$ cat src/hdl/sdmc_pkg.sv
// ----------------------------------------------------------------------------
// sdmc_pkg
// Shared types, register codes and helpers for the split direct-mapped
// cache lookup block.
// ----------------------------------------------------------------------------
package sdmc_pkg;

  localparam int unsigned MAX_LINES_DEF = 1024;
  localparam int unsigned LINE_W        = 10;
  localparam int unsigned TAG_W         = 32;
  localparam int unsigned CNT_W         = 32;
  localparam int unsigned ADDR_W        = 32;
  localparam int unsigned GEOM_W        = 4;
  localparam int unsigned OUT_DATA_W    = 112;
  localparam int unsigned PADDR_W       = 4;

  localparam logic [GEOM_W-1:0] GEOM_MAX = 4'd10;

  // reset geometry
  localparam logic [GEOM_W-1:0] DATA_OFF_RST = 4'd5;
  localparam logic [GEOM_W-1:0] DATA_IDX_RST = 4'd10;
  localparam logic [GEOM_W-1:0] INST_OFF_RST = 4'd5;
  localparam logic [GEOM_W-1:0] INST_IDX_RST = 4'd10;

  // register indexes (paddr[3:2])
  localparam logic [1:0] REG_DATA_OFF = 2'd0;
  localparam logic [1:0] REG_DATA_IDX = 2'd1;
  localparam logic [1:0] REG_INST_OFF = 2'd2;
  localparam logic [1:0] REG_INST_IDX = 2'd3;

  // request kinds
  localparam logic [1:0] REQ_DATA_RD = 2'd0;
  localparam logic [1:0] REQ_DATA_WR = 2'd1;
  localparam logic [1:0] REQ_INST    = 2'd2;
  localparam logic [1:0] REQ_NONE    = 2'd3;

  typedef struct packed {
    logic [GEOM_W-1:0] data_off;
    logic [GEOM_W-1:0] data_idx;
    logic [GEOM_W-1:0] inst_off;
    logic [GEOM_W-1:0] inst_idx;
  } geom_t;

  // classified word handed from front to back
  typedef struct packed {
    logic              is_inst;
    logic [LINE_W-1:0] line;
    logic [TAG_W-1:0]  tag;
  } item_t;

  function automatic logic [GEOM_W-1:0] clamp_geom(input logic [GEOM_W-1:0] v);
    clamp_geom = (v > GEOM_MAX) ? GEOM_MAX : v;
  endfunction

endpackage

$ cat src/hdl/sdmc_fifo.sv
// ----------------------------------------------------------------------------
// sdmc_fifo
// Two-entry queue of classified words between front and back.
// ----------------------------------------------------------------------------
module sdmc_fifo (
  input  logic            clk_i,
  input  logic            rst_ni,
  input  logic            push_i,
  input  sdmc_pkg::item_t din_i,
  output logic            full_o,
  input  logic            pop_i,
  output sdmc_pkg::item_t dout_o,
  output logic            empty_o
);

  sdmc_pkg::item_t entry_q [2];
  logic            wr_ptr_q;
  logic            rd_ptr_q;
  logic [1:0]      count_q;

  assign full_o  = (count_q == 2'd2);
  assign empty_o = (count_q == 2'd0);
  assign dout_o  = entry_q[rd_ptr_q];

  always_ff @(posedge clk_i or negedge rst_ni) begin
    if (!rst_ni) begin
      wr_ptr_q <= 1'b0;
      rd_ptr_q <= 1'b0;
      count_q  <= 2'd0;
    end else begin
      if (push_i) begin
        wr_ptr_q <= ~wr_ptr_q;
      end
      if (pop_i) begin
        rd_ptr_q <= ~rd_ptr_q;
      end
      if (push_i && !pop_i) begin
        count_q <= count_q + 2'd1;
      end else if (pop_i && !push_i) begin
        count_q <= count_q - 2'd1;
      end
    end
  end

  always_ff @(posedge clk_i) begin
    if (push_i) begin
      entry_q[wr_ptr_q] <= din_i;
    end
  end

endmodule

$ cat config.mk
export PLATFORM = sky130hd
export DESIGN_NAME = sdmc_fifo
export DESIGN_NICKNAME = d
export VERILOG_FILES = /design/src/hdl/sdmc_pkg.sv /design/src/hdl/sdmc_fifo.sv
export SDC_FILE = /design/constraint.sdc
export NUM_CORES = 1
export LEC_CHECK = 0
export BUFFER_PORTS_ARGS = -buffer_cell sky130_fd_sc_hd__buf_2
export CAP_MARGIN = 25
export CORE_ASPECT_RATIO = 1.2
export CORE_UTILIZATION = 45
export DETAILED_ROUTE_END_ITERATION = 12
export PLACE_DENSITY_LB_ADDON = 0.08
export SLEW_MARGIN = 20
export SYNTH_ARGS = -nofsm -noshare
export SYNTH_HDL_FRONTEND = slang
export SYNTH_SLANG_ARGS = --single-unit
$ cat constraint.sdc
create_clock -name clk_i -period 2.98 [get_ports clk_i]
set_clock_uncertainty 0.2 [all_clocks]
set_input_delay 0.447 -clock clk_i [delete_from_list [all_inputs] [get_ports clk_i]]
set_output_delay 0.447 -clock clk_i [all_outputs]
set_load 0.1 [all_outputs]
==> impl_metrics.json <==
{
  "outcome": "finished clean",
  "wl_met3_um": 384,
  "dp_hpwl_mm": 3.620,
  "r2r.worst_path.cells": 2,
  "crit_path_top_delay_cell": "dfrtp_2",
  "drt-total-wl_mm": 5.271,
  "die_x_um": 82.40,
  "cts_tree": "yes",
  "drtIter0Drc": 90,
  "synth_fp_nets": 198,
  "fp.dieH_um": 98.48,
  "drive_gt1_share_pct": 60.08,
  "gp_routability_congestion": 0.6493,
  "fin_nets": 301,
  "top_layer_used": "met4",
  "io_pins": 92,
  "drt_pass1_iterations": 4,
  "synth_cells": 150,
  "finalCriticalPeriod_ns": 2.546,
  "finalSetupTns_ns": 0,
  "dpl.cell_count": 331,
  "synth-adder-area-share_pct": 0.3584,
  "clock_latency_ns": 0.33,
  "synth.mux.area_fraction_pct": 18.06,
  "synth_xor_area_share_pct": 1.254,
  "crit_path_start_kind": "flop",
  "hold_path_class": "in -> reg",
  "portBuffers": 91,
  "post_cts_buffers": 0,
  "rsz0062_at_grt": "false",
  "postRouteAntennaNets": 0,
  "cts.sink_count": 90,
  "worst_pin_slew_ns": 0.5931,
  "vias": 1656,
  "yosysWarnings": 0,
  "yosysSeqAreaShare_pct": 76.85,
  "slew_headroom_pct": 60.46,
  "initial_utilization_pct": 47.43,
  "antenna_found_initial": 0,
  "synth_compound_area_share_pct": 0,
  "drv_cap": 0,
  "wl_met1_mm": 2.108,
  "layout.cells.non_filler": 348,
  "hold_viol_final": 0,
  "core_um2": 7360,
  "synth.distinct_cells": 13,
  "grt_pass1_wl_mm": 7.914,
  "wl_met2_mm": 2.695,
  "fmax_mhz": 392.8,
  "clk_pin_slew_ns": 0.09,
  "drc": 0,
  "grt_use_total_pct": 13.79,
  "cts-root-buf": "clkbuf_8",
  "synth_top_family_by_area": "multiplexers",
  "clk_path_buf_depth": 2,
  "cts_resized": 0,
  "drt-vias-per-instance": 4.759,
  "grt_pass1_vias": 1679,
  "grt_overflow": 0,
  "final-max-slew-violation-count": 0,
  "min_path_cells": 1,
  "diodes": 0,
  "syn_avg_cell_area_um2": 23.27,
  "synth_seq_cells": 90,
  "cp.arrival_ns": 1.90,
  "htreeDepth": 3,
  "cp-end-kind": "output port",
  "area_growth_pct": 23.40,
  "crit_type": "reg -> out",
  "slowest_delay_ns": 0.66,
  "setup_violations": 0,
  "cp_cell_sequence": "buf_12 -> mux2_2 -> buf_2",
  "yosys.area_share.simple_pct": 0.7527,
  "dieArea_um2": 8115,
  "numCtsBuffers": 9,
  "netlist_area_um2": 3491,
  "grt_max_degree": 23,
  "routedWlPerCell_um": 15.15,
  "rows": 34,
  "cp_max_fo": 19,
  "cp.required_ns": 2.33,
  "period_share_pct": 85.43
}
## kinds of logic (layout without fill, tap and decap cells)
group,count (synthesis),in the layout
xor gates and xnor gates,5,5
muxes,43,43
DFF,90,90
adders and majority gates,1,1
buffers and inverters,6,114
and+or+nand+nor,5,5
## state kept, by name, indices dropped and copies added, names as in the netlist
name / count
entry_q: 86
rd_ptr_q: 1
count_q: 2
wr_ptr_q: 1
## cell usage after synthesis, drive strengths merged
cell | count | area (um^2)
nor2 | 2 | 7.510
inv | 1 | 3.750
nor2b | 2 | 12.51
buf | 5 | 91.34
dfrtp | 4 | 100.1
xor2 | 4 | 35.03
edfxtp | 86 | 2582
and2 | 1 | 6.260
mux2 | 43 | 630.6
ha | 1 | 12.51
xnor2 | 1 | 8.760
## worst paths after layout
check                                        from                  endpoint  slack [ns]
max                          rd_ptr_q$_DFFE_PN0P_                dout_o[42]        0.43
min                                     din_i[26]  entry_q[1][26]$_DFFE_PP_        0.09
max reg2reg                  wr_ptr_q$_DFFE_PN0P_  entry_q[1][17]$_DFFE_PP_        1.24
min reg2reg                count_q[1]$_DFFE_PN0P_    count_q[1]$_DFFE_PN0P_        0.31
max in group asynchronous                  rst_ni      rd_ptr_q$_DFFE_PN0P_        2.22
min in group asynchronous                  rst_ni      rd_ptr_q$_DFFE_PN0P_        0.23
## cell usage in the layout (no fill, tap or decap), drive strengths merged
master	n
xnor2	1
clkinv	2
buf	96
ha	1
xor2	4
nor2b	2
clkbuf	10
dfrtp	4
and2	1
dlygate4sd3	1
inv	1
clkinvlp	1
nor2	2
bufinv	3
mux2	43
edfxtp	86
## metrics by stage
step                      instance area, um^2  utilization [%]  hold WS (ns)  setup slack, ns
after detailed placement                 4065            55.24       0.05919           0.7883
after CTS                                4308            58.53       0.07086           0.4072
after global placement                   4065            55.24       0.06062           0.7928
after floorplan                          3493                -      -0.04859           0.5799
after global routing                     4308            58.53       0.06079           0.3440
final                                    4308            58.53       0.08666           0.4342
## final cells by class
| class | instances | area (um^2) |
|---|---|---|
| fill | 566 | 3052 |
| sequential | 90 | 2684 |
| multi-input combinational | 54 | 721.9 |
| timing repair buffer | 97 | 553.0 |
| clock buffer | 10 | 127.6 |
| tap | 90 | 112.6 |
| clock inverter | 6 | 105.1 |
| inverter | 1 | 3.754 |
## worst max-delay path: cells and delay by family, from the launching register on
family                 cells  cell delay, ns
multiplexers               1            0.35
flip-flops                 1            0.66
buffers and inverters      2            0.55
## layer usage
layer	vias to the layer above	global-route usage, %
li1	786	-
met1	802	15.82
met2	59	22.57
met3	9	4.444
met4	0	7.287
met5	-	0
## what timing repair did
item                                    4_1_cts  5_1_grt
endpoints found under the setup margin        0        0
hold endpoints to repair                      4        0
hold buffers                                  1        0
Power is left out: the tool's default activity adds up to more than one toggle a clock period on the data nets, which glitch-free logic cannot reach.
