### config.mk
export PLATFORM = sky130hd
export DESIGN_NAME = sdmc_front
export DESIGN_NICKNAME = d
export VERILOG_FILES = /design/src/hdl/sdmc_pkg.sv /design/src/hdl/sdmc_front.sv
export SDC_FILE = /design/constraint.sdc
export NUM_CORES = 1
export LEC_CHECK = 0
export ABC_AREA = 1
export BUFFER_PORTS_ARGS = -buffer_cell sky130_fd_sc_hd__buf_2
export CAP_MARGIN = 40
export CORE_MARGIN = 2
export CORE_UTILIZATION = 55
export CTS_BUF_LIST = sky130_fd_sc_hd__clkbuf_4
export DETAILED_ROUTE_END_ITERATION = 16
export HOLD_SLACK_MARGIN = 0.1
export PLACE_DENSITY = 0.87
export SLEW_MARGIN = 20
export SYNTH_ARGS = -nofsm -noshare
export SYNTH_HDL_FRONTEND = slang
export SYNTH_SLANG_ARGS = --single-unit
### constraint.sdc
create_clock -name clk_i -period 7.83 [get_ports clk_i]
set_clock_uncertainty 0.15 [all_clocks]
set_input_delay 1.566 -clock clk_i [delete_from_list [all_inputs] [get_ports clk_i]]
set_output_delay 1.566 -clock clk_i [all_outputs]
set_load 0.02 [all_outputs]
### src/hdl/sdmc_pkg.sv
// ----------------------------------------------------------------------------
// sdmc_pkg
// Shared types, register codes and helpers for the split direct-mapped
// cache lookup block.
// ----------------------------------------------------------------------------
package sdmc_pkg;

  localparam int unsigned MAX_LINES_DEF = 1024;
  localparam int unsigned LINE_W        = 10;
  localparam int unsigned TAG_W         = 32;
  localparam int unsigned CNT_W         = 32;
  localparam int unsigned ADDR_W        = 32;
  localparam int unsigned GEOM_W        = 4;
  localparam int unsigned OUT_DATA_W    = 112;
  localparam int unsigned PADDR_W       = 4;

  localparam logic [GEOM_W-1:0] GEOM_MAX = 4'd10;

  // reset geometry
  localparam logic [GEOM_W-1:0] DATA_OFF_RST = 4'd5;
  localparam logic [GEOM_W-1:0] DATA_IDX_RST = 4'd10;
  localparam logic [GEOM_W-1:0] INST_OFF_RST = 4'd5;
  localparam logic [GEOM_W-1:0] INST_IDX_RST = 4'd10;

  // register indexes (paddr[3:2])
  localparam logic [1:0] REG_DATA_OFF = 2'd0;
  localparam logic [1:0] REG_DATA_IDX = 2'd1;
  localparam logic [1:0] REG_INST_OFF = 2'd2;
  localparam logic [1:0] REG_INST_IDX = 2'd3;

  // request kinds
  localparam logic [1:0] REQ_DATA_RD = 2'd0;
  localparam logic [1:0] REQ_DATA_WR = 2'd1;
  localparam logic [1:0] REQ_INST    = 2'd2;
  localparam logic [1:0] REQ_NONE    = 2'd3;

  typedef struct packed {
    logic [GEOM_W-1:0] data_off;
    logic [GEOM_W-1:0] data_idx;
    logic [GEOM_W-1:0] inst_off;
    logic [GEOM_W-1:0] inst_idx;
  } geom_t;

  // classified word handed from front to back
  typedef struct packed {
    logic              is_inst;
    logic [LINE_W-1:0] line;
    logic [TAG_W-1:0]  tag;
  } item_t;

  function automatic logic [GEOM_W-1:0] clamp_geom(input logic [GEOM_W-1:0] v);
    clamp_geom = (v > GEOM_MAX) ? GEOM_MAX : v;
  endfunction

endpackage

### src/hdl/sdmc_front.sv
// ----------------------------------------------------------------------------
// sdmc_front
// Accepts trace words, drops the null request, splits the address into
// line index and tag, and reduces the index to the line count.
// ----------------------------------------------------------------------------
module sdmc_front #(
  parameter int unsigned MAX_LINES = sdmc_pkg::MAX_LINES_DEF
) (
  input  logic                        clk_i,
  input  logic                        rst_ni,
  input  sdmc_pkg::geom_t             geom_i,
  input  logic                        clearing_i,
  input  logic                        in_valid_i,
  output logic                        in_ready_o,
  input  logic [1:0]                  in_req_i,
  input  logic [sdmc_pkg::ADDR_W-1:0] in_addr_i,
  output logic                        push_o,
  input  logic                        full_i,
  output sdmc_pkg::item_t             item_o
);

  localparam int unsigned LW = sdmc_pkg::LINE_W;

  // stage 0: raw word
  logic                        s0_valid_q;
  logic [1:0]                  s0_req_q;
  logic [sdmc_pkg::ADDR_W-1:0] s0_addr_q;

  // stage 1: split address
  logic                        s1_valid_q;
  logic                        s1_inst_q;
  logic [LW-1:0]               s1_masked_q;
  logic [LW-1:0]               s1_quot_q;
  logic [sdmc_pkg::TAG_W-1:0]  s1_tag_q;

  logic                        s0_inst;
  logic                        s0_drop;
  logic                        s0_adv;
  logic                        s1_load;
  logic [sdmc_pkg::GEOM_W-1:0] off_bits;
  logic [sdmc_pkg::GEOM_W-1:0] idx_bits;
  logic [sdmc_pkg::ADDR_W-1:0] blk;
  logic [LW-1:0]               idx_mask;
  logic [LW-1:0]               masked;
  logic [sdmc_pkg::TAG_W-1:0]  tag;
  logic [LW-1:0]               quot;
  logic [LW-1:0]               line;

  assign s0_inst  = (s0_req_q == sdmc_pkg::REQ_INST);
  assign s0_drop  = (s0_req_q == sdmc_pkg::REQ_NONE);
  assign push_o   = s1_valid_q && !full_i;
  assign s1_load  = s0_valid_q && !s0_drop && (!s1_valid_q || push_o);
  assign s0_adv   = s0_valid_q && (s0_drop || !s1_valid_q || push_o);
  assign in_ready_o = !clearing_i && (!s0_valid_q || s0_adv);

  assign off_bits = sdmc_pkg::clamp_geom(s0_inst ? geom_i.inst_off : geom_i.data_off);
  assign idx_bits = sdmc_pkg::clamp_geom(s0_inst ? geom_i.inst_idx : geom_i.data_idx);
  assign blk      = s0_addr_q >> off_bits;
  assign idx_mask = ~({LW{1'b1}} << idx_bits);
  assign masked   = blk[LW-1:0] & idx_mask;
  assign tag      = blk >> idx_bits;

  // index modulo line count: reciprocal multiply here, back-multiply next stage
  if (MAX_LINES >= (1 << LW)) begin : g_nomod
    assign quot = '0;
    assign line = s1_masked_q;
  end else begin : g_mod
    localparam int unsigned RECIP_SH = 2 * LW;
    localparam int unsigned RECIP    = ((1 << RECIP_SH) + MAX_LINES - 1) / MAX_LINES;
    localparam logic [RECIP_SH:0] RECIP_K = (RECIP_SH + 1)'(RECIP);
    localparam logic [LW-1:0]     MOD_K   = LW'(MAX_LINES);
    logic [RECIP_SH+LW:0] prod;
    logic [2*LW-1:0]      back;
    assign prod = (RECIP_SH + LW + 1)'(masked) * (RECIP_SH + LW + 1)'(RECIP_K);
    assign quot = prod[RECIP_SH+LW-1:RECIP_SH];
    assign back = (2 * LW)'(s1_quot_q) * (2 * LW)'(MOD_K);
    assign line = s1_masked_q - back[LW-1:0];
  end

  always_ff @(posedge clk_i or negedge rst_ni) begin
    if (!rst_ni) begin
      s0_valid_q <= 1'b0;
      s1_valid_q <= 1'b0;
    end else begin
      if (in_valid_i && in_ready_o) begin
        s0_valid_q <= 1'b1;
      end else if (s0_adv) begin
        s0_valid_q <= 1'b0;
      end
      if (s1_load) begin
        s1_valid_q <= 1'b1;
      end else if (push_o) begin
        s1_valid_q <= 1'b0;
      end
    end
  end

  always_ff @(posedge clk_i) begin
    if (in_valid_i && in_ready_o) begin
      s0_req_q  <= in_req_i;
      s0_addr_q <= in_addr_i;
    end
    if (s1_load) begin
      s1_inst_q   <= s0_inst;
      s1_masked_q <= masked;
      s1_quot_q   <= quot;
      s1_tag_q    <= tag;
    end
  end

  assign item_o.is_inst = s1_inst_q;
  assign item_o.line    = line;
  assign item_o.tag     = s1_tag_q;

endmodule

==> results.json <==
{
  "hold_viol": 0,
  "initial_core_util_pct": 56.59,
  "drtIter0Drc": 654,
  "syn_inst": 755,
  "holdPathStages": 2,
  "layout-drive-gt1-share_pct": 21.11,
  "crit_slowest_cell": "inv_2",
  "worst_pin_slew_ns": 0.8017,
  "ir_drop_uv": 116.7,
  "synth-seq-cells": 79,
  "vias": 5735,
  "synth_top_area_cell": "edfxtp_1",
  "worstReg2RegEnd": "s1_tag_q[27]",
  "clkLatencyLatePin_ns": 0.44,
  "critPathMaxFanout": 42,
  "core_um2": 10280,
  "syn2layout_area_growth_pct": 10.31,
  "cts_resized": 0,
  "synth_area_per_cell_um2": 7.703,
  "clockBufferDepth": 2,
  "layout.nets": 880,
  "io_buffers": 99,
  "synth-edff-count": 77,
  "fin_crit_ns": 4.572,
  "postSynth.asyncResetShare_pct": 2.532,
  "rsz0062_at_grt": "no",
  "grt_pass1_vias": 4995,
  "pin_count": 100,
  "fin_crit_sh_pct": 58.40,
  "endpoint_kind": "flip-flop",
  "fp-row-count": 37,
  "cts_root_buf": "clkbuf_4",
  "rrSetupSlack_ns": 3.73,
  "drt_pass1_iterations": 7,
  "yosysUniqueCellTypes": 38,
  "die_h_um": 106.8,
  "hold_start": "s0_valid_q",
  "yosys_most_used_dff": "edfxtp_1",
  "synthTopCellsByCount": "nand3_1, nand2_1, edfxtp_1",
  "drv_slew": 0,
  "fillers": 914,
  "detail-route-antenna-nets": 0,
  "critPathKind": "input pin to flip-flop",
  "worst_path_largest_cell_delay_ns": 0.64,
  "setup_violations": 0,
  "cts_setup_buffers": 0,
  "leakage_nw": 2.843,
  "r2r.worst_path.cells": 18,
  "route.detailed.drc": 0,
  "worstPathCellList": "buf_2 > nand3_1 > nand2_1 > buf_4 > nand2_2 > nand2_2 > nand2_4 > nand2_4 > inv_2 > nand3_1 > nand2_1 > nand2_1 > nand3_1 > nand2_1 > a21oi_1 > nand2_1 > o21ai_1",
  "post-place-ws_ns": 2.878,
  "setup_ws_ns": 3.258,
  "seq_area_frac_synth_pct": 40.62,
  "crit_path_start_kind": "input pin",
  "drt-total-wl_um": 14130,
  "yosys_warnings": 0,
  "setup_tns_ns": 0,
  "clock-sinks": 79,
  "place_congestion": 0.8874,
  "cts.hold.buffers_added": 0,
  "numCtsBuffers": 9,
  "via_per_inst": 5.943,
  "cts_tree": "yes",
  "cp_common_cell": "nand2_1",
  "routedWlPerCell_um": 14.64,
  "dp.final_hpwl_um": 10120,
  "clk_pin_slew_ns": 0.13,
  "synth_area_leaders": "edfxtp_1, nand3_1, nand2_1, nand4_1, inv_1",
  "antenna_found_initial": 0,
  "r2r_start": "s0_req_q[0]",
  "hp-class": "flip-flop to flip-flop",
  "die_x_um": 106.8,
  "required_ns": 7.96,
  "syn-cell-area_um2": 5816,
  "overflow": 0,
  "antenna_cells": 0,
  "status": "completed",
  "grt_max_degree": 44,
  "yosysTopAreaCellShare_pct": 39.76,
  "synth_nets": 810,
  "yosysMostFrequentCell": "nand3_1",
  "grt_pass1_wl_um": 23840,
  "die_area_um2": 11410,
  "hold_path_end": "s1_valid_q",
  "grt_usage_pct": 25.79,
  "cts_max_level": 3,
  "fmax_mhz": 218.7,
  "maxSlewHeadroom_pct": 46.41,
  "cap_violations": 0,
  "p_per_area_nw_per_um2": 185.5,
  "arrival_ns": 4.71
}
-- power breakdown --
part / switching (mW) / internal, mW / leakage [nW] / total [mW]
logic: 0.280 / 0.124 / 2.02 / 0.404
registers: 0.00925 / 0.503 / 0.741 / 0.512
clock network: 0.147 / 0.127 / 0.0818 / 0.274
-- cells in the final DEF (no fill, tap or decap), types with 2 or more instances in the layout --
master / synthesis / layout
nand3_4: 2 / 2
edfxtp_1: 77 / 77
buf_2: 20 / 99
nand4_1: 31 / 31
nand2_1: 158 / 158
a21oi_1: 5 / 4
clkinv_2: 0 / 2
inv_2: 7 / 7
nand3_1: 300 / 300
o21ai_4: 2 / 2
nand3_2: 16 / 16
buf_4: 4 / 7
o21ai_2: 3 / 3
nand2_2: 4 / 4
o21ai_1: 9 / 9
bufinv_16: 0 / 2
o211ai_1: 2 / 2
inv_1: 49 / 49
o21ai_0: 2 / 2
nor2_1: 13 / 13
dfrtp_1: 2 / 2
clkbuf_4: 0 / 9
nand2_4: 6 / 6
nor2_2: 5 / 5
nor2_4: 2 / 2
-- flip-flops by register name, indices dropped and copies added, names as in the netlist --
register    flops
s0_addr_q      32
s1_tag_q       32
line           10
s0_req_q        2
s0_valid_q      1
s1_inst_q       1
s1_valid_q      1
-- critical path: cells and delay by family --
| family | cells | cell delay, ns |
|---|---|---|
| AOI/OAI and AO/OA | 2 | 0.34 |
| buffers and inverters | 3 | 1.00 |
| and+or+nand+nor | 12 | 1.78 |
-- routing by layer --
layer | track usage [%] | up-vias | share of wire [%]
met5 | 0 | - | 0
met4 | 5.844 | 0 | 1.5
met3 | 5.775 | 19 | 11
met2 | 37.99 | 339 | 44
met1 | 38.86 | 2567 | 44
li1 | - | 2810 | -
-- stage by stage --
stage                     area [µm²]  util [%]  hold WS [ns]  power [mW]  std cells
after floorplan                 5816         -        0.3216      0.8351        755
after global placement          6250     60.81        0.3956      0.9083        949
after detailed placement        6261     60.92        0.4040      0.9152        950
after CTS                       6415     62.42        0.4342       1.182        965
after global routing            6415     62.42        0.4580       1.263        965
final                           6415     62.42        0.4332       1.190        965
-- cell type report --
cell class,count,area [µm²],share of cell area [%]
clock buffers,9,67.56,1.053
clock inverters,6,86.33,1.346
inverters,56,210.2,3.277
multi-input cells,572,2959,46.13
flip-flops and latches,79,2362,36.82
well taps,136,170.2,2.653
repair buffers,107,559.3,8.719
-- worst max path at each step --
stage	start	slack, ns	end
after floorplan	full_i	3.17	s0_addr_q[0]
after global placement	geom_i[4]	2.94	s1_tag_q[21]
after detailed placement	geom_i[4]	2.88	s1_tag_q[14]
after CTS	geom_i[4]	3.33	s1_tag_q[14]
after global routing	geom_i[12]	2.97	s1_tag_q[27]
final	geom_i[4]	3.26	s1_tag_q[27]
-- kinds of logic after synthesis --
kind of cell	count (synthesis)	synth area share, %
compound gates	28	3.464
buf+inv	104	8.778
simple gates	544	47.14
flops	79	40.62
Power figures use the tool's default switching activity.
